===== src/hw/rtl/brbp_pkg.sv =====
// ---------------------------------------------------------------------------
// brbp_pkg: shared types and constants of the byte ring buffer with peek
// Store depth, position and count widths, operation codes, item structs.
// ---------------------------------------------------------------------------
`default_nettype none

package brbp_pkg;

  localparam int DEPTH  = 1024;
  localparam int ADDR_W = $clog2(DEPTH);
  localparam int CNT_W  = $clog2(DEPTH + 1);
  localparam int BYTE_W = 8;
  localparam int FUNC_W = 2;
  localparam int STEP_W = $clog2(ADDR_W);

  localparam logic [FUNC_W-1:0] FUNC_WRITE = 2'd0;
  localparam logic [FUNC_W-1:0] FUNC_POP   = 2'd1;
  localparam logic [FUNC_W-1:0] FUNC_PEEK  = 2'd2;

  typedef struct packed {
    logic [FUNC_W-1:0] func;
    logic [BYTE_W-1:0] byte_in;
    logic              use_head;
    logic [ADDR_W-1:0] peek_pos;
    logic              last_byte;
  } req_t;

  typedef struct packed {
    logic [BYTE_W-1:0] byte_out;
    logic              ok;
    logic [CNT_W-1:0]  fill_level;
    logic [CNT_W-1:0]  free_space;
    logic [ADDR_W-1:0] next_peek_pos;
    logic              last_out;
  } rsp_t;

endpackage

`default_nettype wire


===== src/hw/rtl/brbp_mod.sv =====
// ---------------------------------------------------------------------------
// brbp_mod: bit-serial remainder unit
// Restoring remainder of a position by the capacity, one bit per cycle.
// ---------------------------------------------------------------------------
`default_nettype none

module brbp_mod
  import brbp_pkg::*;
(
  input  wire logic              clk,
  input  wire logic              rst,
  input  wire logic              start,
  input  wire logic [ADDR_W-1:0] dividend,
  input  wire logic [CNT_W-1:0]  divisor,
  output logic                   done,
  output logic      [ADDR_W-1:0] rem
);

  logic              busy;
  logic [ADDR_W-1:0] shift;
  logic [STEP_W-1:0] step;
  logic [CNT_W-1:0]  trial;
  logic [ADDR_W-1:0] rem_next;

  // shift in the next dividend bit, subtract once if it fits
  always_comb begin
    trial    = {rem, shift[ADDR_W-1]};
    rem_next = (trial >= divisor) ? ADDR_W'(trial - divisor) : trial[ADDR_W-1:0];
  end

  always_ff @(posedge clk) begin
    if (rst) begin
      busy <= 1'b0;
      done <= 1'b0;
    end else begin
      done <= 1'b0;
      if (start) begin
        busy  <= 1'b1;
        rem   <= '0;
        shift <= dividend;
        step  <= '0;
      end else if (busy) begin
        rem   <= rem_next;
        shift <= {shift[ADDR_W-2:0], 1'b0};
        step  <= step + STEP_W'(1);
        if (step == STEP_W'(ADDR_W - 1)) begin
          busy <= 1'b0;
          done <= 1'b1;
        end
      end
    end
  end

  a_start_idle: assert property (@(posedge clk) disable iff (rst) start |-> !busy)
    else $error("remainder unit started while busy");
  a_rem_range: assert property (@(posedge clk) disable iff (rst)
    done |-> (CNT_W'(rem) < divisor))
    else $error("remainder not below divisor");
  a_done_after_busy: assert property (@(posedge clk) disable iff (rst)
    done |-> $past(busy))
    else $error("done without a running division");

endmodule

`default_nettype wire


===== config.mk =====
export PLATFORM = sky130hd
export DESIGN_NAME = brbp_mod
export DESIGN_NICKNAME = d
export VERILOG_FILES = /design/src/hw/rtl/brbp_pkg.sv /design/src/hw/rtl/brbp_mod.sv
export SDC_FILE = /design/constraint.sdc
export NUM_CORES = 1
export LEC_CHECK = 0
export BUFFER_PORTS_ARGS = -buffer_cell sky130_fd_sc_hd__buf_2
export CAP_MARGIN = 30
export CORE_MARGIN = 5
export CORE_UTILIZATION = 58
export DETAILED_ROUTE_END_ITERATION = 10
export HOLD_SLACK_MARGIN = 0.03
export PLACE_DENSITY = 0.84
export SYNTH_ARGS = -nofsm -noshare
export SYNTH_HDL_FRONTEND = slang
export SYNTH_SLANG_ARGS = --single-unit

===== constraint.sdc =====
create_clock -name clk -period 6 [get_ports clk]
set_input_delay 0.9 -clock clk [delete_from_list [all_inputs] [get_ports clk]]
set_output_delay 0.9 -clock clk [all_outputs]
set_load 0.005 [all_outputs]

# == Word-level counts from Yosys, hierarchy flattened ==
# Cells that the tools add are included.
# classes
n_reduce_logical,3
bitwise_logic,2
eq_ne,1
mux,9
add_sub_neg,2
order_cmp,1
# ops
cell,count
2-to-1 mux 10 bit,4
>= comparator 11 bit,1
subtractor 10 bit,1
adder 4 x 1 -> 4 bit (second input constant),1
equality test 4 bit (second input constant),1
2-to-1 mux 1 bit,4
2-to-1 mux 4 bit,1
OR reduction 3 bit,1
NOT 1 bit,2
AND reduction 2 bit,1
nonzero test 2 bit,1
# totals
register_bits,26
wordCells,23
in_bits,24
out_inout_bits,11

# == Depth between registers and ports, before layout ==
# Gate-level depths: netlist of the first run.
# depth
ltp_word,4
mapped_depth,10
depth_no_buf,10

# == Least setup slack after synthesis of the first run ==
# OpenSTA, ideal clock, no wires.
# synth_timing
path_type,input-to-reg
from,input start
to,register rem[0] (enable)
required_time_ps,5594
n_path_buf,1
cell_stages,3
arrival_ps,2279
path_slack_ps,3316
cell_sequence,clkbuf_1 nor2_1 nor2_1
# synth_between
elab_chain_cells,2
# synth_rtl
element,line_no,rtl
start: declaration,brbp_mod.sv:12,"input wire logic start,"
nonzero test 2 bit (no source line),--,
AND reduction 2 bit (no source line),--,
end signal: assignment,brbp_mod.sv:43,rem <= rem_next;
end: declaration,brbp_mod.sv:16,output logic [ADDR_W-1:0] rem
# Every way passes these cells.
# A chain may end at the register's enable or synchronous reset.

# == Final worst setup path of the first run ==
# layout_timing
from,input divisor[2]
to,register rem[6] (data pin)
# layout_between
elab_chain_cells,3
word_cells_on_any_way,4
# layout_rtl
element,line_no,rtl
start: declaration,brbp_mod.sv:14,"input wire logic [CNT_W-1:0] divisor,"
subtractor 10 bit or >= comparator 11 bit (tied branches),brbp_mod.sv:28,rem_next = (trial >= divisor) ? ADDR_W'(trial - divisor) : trial[ADDR_W-1:0];
2-to-1 mux 10 bit *,brbp_mod.sv:28,
2-to-1 mux 10 bit *,brbp_mod.sv:42,end else if (busy) begin
# Mark *: on every way between the ends. The rest lies on a longest branch, timed or not. The select of a mux whose other input is x is not followed.

==> reports/qor.yml, run 1 <==
setup_path:
  critical_path_arrival_ns: 2.90
  crit_end: "rem[6]"
  regToRegSetupSlack_ns: 3.38
  endpoint_kind: "register"
  path_class: "in -> reg"
  worstSetupStartpointType: "input port"
  startpoint: "divisor[2]"
  worstPathRequired_ns: 6.07
  cp_max_fo: 12
  rr_worst_depth: 7
  worst_r2r_startpoint: "rem[1]"
  r2r_end: "rem[6]"
synthesis:
  synth.distinct_cells: 33
  ys_ff_latch: 26
  async_reset_ff_share_pct: 0
  synth_area_leaders: "edfxtp_1 (45%), ha_1 (10%), mux2_1 (6.3%)"
  syn_area_um2: 1620
  syn-num-nets: 178
  avgSynthCellArea_um2: 11.6
  synth_commonest_cells: "edfxtp_1 (24), inv_1 (14), nor2_1 (14)"
  syn_inst: 140
  synth.most_common_cell: "edfxtp_1"
  yosys_warnings: 0
  synth_flop_cell: "edfxtp_1"
  synth_top_cell_area_share_pct: 44.5
  synth-edff-count: 24
  synth-seq-area-share_pct: 47.0
  synth_top_area_cell: "edfxtp_1"
route:
  avgRoutedWirePerCell_um: 14.4
  dr.pass1.iters: 4
  ant_nets: 0
  vias_per_cell: 5.62
  drt_wl_total_mm: 2.97
  drt_iter0_markers: 58
  drc: 0
  vias: 1157
clock_tree:
  path_clk_slew_ns: 0.14
  clock_path_buffers: 2
  cts_buffers: 3
  htreeDepth: 1
  clk_latency_ns: 0.32
  cts_sinks: 26
  hold_buffers: 0
  post_cts_resized: 0
  post_cts_buffers: 0
  cts_tree: "built"
  cts_root_buf: "clkbuf_4"
place:
  dp_slack_ns: 2.84
  hpwlAfterDp_mm: 2.31
  gp_congestion: 0.879
  port_buffers: 34
floorplanning:
  core_area_um2: 2710
  dieArea_um2: 3950
  ios: 35
  dieWidth_um: 62.8
  die_h_um: 62.8
  row_count: 19
  start_util_pct: 59.7
global_route:
  met3_usage_pct: 3.78
  grt_pass1_vias: 1157
  grt_use_met1_pct: 18.9
  grt_start_max_net_pins: 27
  use_met2_pct: 26.9
  groute.usage.overall_pct: 15.6
  grt_pass1_wl_mm: 5.07
  grt-busiest-layer: "met2"
  overflow: 0
  antenna_found_initial: 0
hold_path:
  worstHoldPathType: "reg -> reg"
cells_and_area:
  n_antenna_cell: 0
  final_nets: 214
  area_growth_pct: 15.1
  drive_gt1_share_pct: 26.9
timing:
  skew_ns: 0.00423
  relSlewSlack_pct: 47.6
  fin_ws_ns: 3.18
  fmax_ghz: 0.354
  min_period_ns: 2.82
  hold_viol_final: 0
  totalNegativeSetupSlack_ns: 0
  setup_viol: 0
  rsz0062_at_grt: "no"
  worst_slew_pin_slew_ns: 0.786
  timing.final.crit_share_pct: 47.1
  drv_slew: 0
job:
  drv_cap: 0
pwr:
  power_density_nw_per_um2: 232
  leakage_nw: 0.810
  peakVddDrop_mv: 0.185
outcome:
  status: "complete, no violations"
## worst max-delay path: stages
cell	delay [ns]
buf_2	0.07
inv_1	0.03
ha_1	0.36
a21oi_1	0.13
a21oi_1	0.24
nor2_1	0.13
o21ai_2	0.65
mux2i_1	0.30
nor2_1	0.07
## stage by stage
step,instance area (µm²),hold WS (ns),instances,power [W],util [%]
finish,1860,0.481,206,0.000433,68.7
global placement,1800,0.459,201,0.000340,66.3
floorplan,1620,0.454,140,0.000318,-
detailed placement,1830,0.462,202,0.000349,67.4
global route,1860,0.493,206,0.000459,68.7
CTS,1860,0.482,206,0.000435,68.7
## kinds of logic (layout without fill, tap and decap cells)
kind of cell | after synthesis | after routing | synth area share (%)
and+or+nand+nor | 32 | 32 | 9.90
DFF | 26 | 26 | 47.0
AOI/OAI and AO/OA | 25 | 25 | 11.1
buffers and inverters | 18 | 53 | 5.18
muxes | 16 | 16 | 10.6
adders and majority gates | 14 | 14 | 11.3
xor gates and xnor gates | 9 | 9 | 4.87
## layer usage
layer / up-vias / part of all wire, % / wire (µm)
li1: 581 / - / -
met1: 541 / 43 / 1270
met2: 31 / 50 / 1490
met3: 4 / 6.1 / 181
met4: 0 / 1.0 / 31
met5: - / 0 / 0
## state kept, by name (all words and copies together) (netlist names)
name,flops
rem,10
shift,10
step,4
busy,1
done,1
## cell usage in the layout, fill, tap and decap left out, drive strengths merged
master / n
a21o: 2
nand2: 4
xnor2: 6
and3: 1
edfxtp: 24
clkbuf: 4
a21oi: 10
ha: 13
xor2: 3
a221o: 1
and2: 3
mux2i: 7
nand4: 3
nor2: 16
o211ai: 3
o21ai: 3
nand4bb: 1
nand3b: 1
a31oi: 1
a2bb2oi: 1
nand3: 2
inv: 14
buf: 35
a211oi: 2
fa: 1
o31ai: 1
mux2: 9
nor3b: 1
a21boi: 1
dfxtp: 2
## worst min path at each step
stage	startpoint	to	slack [ns]	depth (start not counted)
final	busy	done	0.48	1
after CTS	busy	done	0.48	1
after detailed placement	busy	done	0.46	1
after global routing	busy	done	0.49	1
after floorplan	busy	done	0.45	1
after global placement	busy	done	0.46	1
## power by group
group	switching [W]	leakage, nW	internal [W]
logic	0.0000643	0.540	0.0000563
clock network	0.0000514	0.0210	0.0000371
registers	0.00000782	0.249	0.000216
total	0.000124	0.810	0.000309
## cell type report
| cell class | count | area (µm²) |
|---|---|---|
| clock buffer | 4 | 36.3 |
| timing repair buffer | 35 | 198 |
| multi-input combinational | 96 | 776 |
| tap | 31 | 38.8 |
| fill | 206 | 848 |
| inverter | 14 | 52.6 |
| sequential | 26 | 761 |
No activity file was read; power rests on OpenSTA's default activity.
==> run 2: changes to the inputs <==
CORE_UTILIZATION = 49   (was 58)
PLACE_DENSITY = 0.76   (was 0.84)
clock period = 2.4 ns   (was 6 ns; I/O delays follow)
==> run 2 against run 1 <==
Design area rose by 9.1%; non-clock buffer count rose by 15; combinational power increased to 3.0 times the previous value; critical path type is now reg -> reg; largest power group unchanged.
==> reports/qor.yml, run 2 (synthesis results as in run 1) <==
outcome:
  status: "complete, no violations"
clock_tree:
  cts_buffers: 3  # unchanged
  cts_root_buf: "clkbuf_4"
  htreeDepth: 1  # unchanged
  cts_sinks: 26  # unchanged
  hold_buffers: 0  # unchanged
  clock_path_buffers: 2  # unchanged
  path_clk_slew_ns: 0.14  # about the same
  cts_tree: "built"
  clk_latency_ns: 0.33  # about the same
global_route:
  groute.usage.overall_pct: 16.1  # +0.42 points
  grt_pass1_vias: 1211  # +4.7%
  grt_pass1_wl_mm: 5.45  # +7.5%
  overflow: 0  # unchanged
  antenna_found_initial: 0  # unchanged
  grt_start_max_net_pins: 27  # unchanged
setup_path:
  critical_path_arrival_ns: 2.37  # -0.53 ns
  rr_worst_depth: 8  # +1
  endpoint_kind: "register"
  worstSetupStartpointType: "register"
  worstPathRequired_ns: 2.49  # -3.58 ns
  cp_max_fo: 6  # -6
  r2r_end: "rem[0]"
  worst_r2r_startpoint: "rem[7]"
  path_class: "reg -> reg"
  regToRegSetupSlack_ns: 0.12  # -3.26 ns
cells_and_area:
  top_regs: "rem (10), shift (10), step (4)"
  drive_gt1_share_pct: 35.6  # +8.7 points
  final_common_cell: "buf_2"
  final_cell_count_no_fill: 235  # +14%
  fill_cells: 269  # +31%
  final_util_pct: 65.4  # -3.3 points
  final_cell_mix: "buf_2 (34), edfxtp_1 (24), buf_4 (16)"
  n_antenna_cell: 0  # unchanged
  area_growth_pct: 25.5
  final_nets: 230  # +7.5%
timing:
  hold_viol_final: 0  # unchanged
  fin_ws_ns: 0.123  # -3.05 ns
  relSlewSlack_pct: 66.0  # +18 points
  skew_ns: 0.00394  # -0.000291 ns
  fmax_ghz: 0.439
  min_period_ns: 2.28
  worst_slew_pin_slew_ns: 0.511  # -0.275 ns
  timing.final.crit_share_pct: 94.9
  drv_slew: 0  # unchanged
  setup_viol: 0  # unchanged
  rsz0062_at_grt: "no"
job:
  drv_cap: 0  # unchanged
route:
  drc: 0  # unchanged
  dr.pass1.iters: 4  # unchanged
  vias_per_cell: 5.17  # -7.9%
  ant_nets: 0  # unchanged
  drt_iter0_markers: 59  # +1.7%
  drt_wl_total_mm: 3.29  # +11%
  vias: 1215  # +5.0%
  avgRoutedWirePerCell_um: 14.0  # -3.1%
place:
  hpwlAfterDp_mm: 2.47  # +6.7%
  port_buffers: 34  # unchanged
  place_inst: 226  # +12%
  gp_congestion: 0.850  # -3.3%
  dp_slack_ns: -0.0396  # -2.87 ns
floorplanning:
  start_util_pct: 52.1  # -7.6 points
  core_area_um2: 3100  # +14%
  die_h_um: 67.5  # +7.4%
  dieArea_um2: 4550  # +15%
  dieWidth_um: 67.5  # +7.4%
  row_count: 20  # +1
  ios: 35  # unchanged
hold_path:
  whs_path_depth: 2  # +1
  worstHoldPathType: "in -> reg"
  min_to: "done"
  min_from: "rst"
pwr:
  leakage_nw: 0.884  # +9.2%
  power_density_nw_per_um2: 607  # +160%
  peakVddDrop_mv: 0.442  # +140%
  fin_total_pwr_w: 0.00123  # +180%
run 2: changes by cell type in the layout (fill, tap and decap cells not counted):
cell       change
a21oi_2        +1
ha_1           -2
o21ai_4        +1
a21oi_1        -1
clkbuf_8       -1
fa_2           +1
a31oi_2        +1
fa_1           -1
buf_4         +16
ha_2           +1
buf_16         -1
a31oi_1        -1
ha_4           +1
bufinv_16      +1
run 2: layout make-up:
| type | count | area, µm² | area share [%] |
|---|---|---|---|
| repair buffers | 50 | 290 | 14.3 |
| well taps | 44 | 55.1 | 2.71 |
| flip-flops and latches | 26 | 761 | 37.5 |
| clock inverters | 1 | 30.0 | 1.48 |
| clock buffers | 3 | 22.5 | 1.11 |
| multi-input cells | 97 | 820 | 40.4 |
| inverters | 14 | 52.6 | 2.59 |
run 2: layer usage:
metal | up-vias | GRT usage (%) | routed length, µm
met5 | - | 0 | 0
met4 | 0 | 6.08 | 55
met3 | 5 | 3.99 | 204
met2 | 30 | 26.1 | 1540
met1 | 566 | 20.5 | 1490
li1 | 614 | - | -
run 2: critical path, stage by stage, from the launching register on:
cell and delay (ns):
edfxtp_1 0.45, ha_1 0.39, a21oi_2 0.23, o31ai_2 0.10, a31oi_2 0.33, o21ai_2 0.20
buf_4 0.18, nor2_2 0.10, a211oi_2 0.05
run 2: worst max path at each step:
stage,slack (ns),to,cells after the start,from
after floorplan,0.25,rem[6],10,shift[9]
after global placement,0.0006,rem[8],10,divisor[4]
after detailed placement,-0.04,rem[8],9,divisor[4]
after CTS,0.05,rem[6],10,shift[9]
after global routing,0.009,rem[6],10,shift[9]
final,0.12,rem[0],8,rem[7]
run 2: metrics by stage:
stage | cell area [µm²] | TNS (ns) | hold WS, ns
global placement | 1900 | 0 | 0.462
detailed placement | 1900 | -0.177 | 0.469
floorplan | 1620 | 0 | 0.436
finish | 2030 | 0 | 0.188
global route | 2030 | 0 | 0.175
CTS | 1960 | 0 | 0.174
run 2: what timing repair did:
action | CTS | global route
setup buffers | 0 | 4
endpoints found under the setup margin | 4 | 8
pin swaps | 0 | 1
resized for setup | 1 | 5
cloned | 0 | 1
run 2: report_power, final:
group          leakage, nW  switching (W)  internal [W]  total (W)
registers            0.249      0.0000185      0.000540   0.000558
logic                0.607       0.000184      0.000183   0.000367
clock network       0.0279       0.000138      0.000169   0.000307
total                0.884       0.000341      0.000892    0.00123
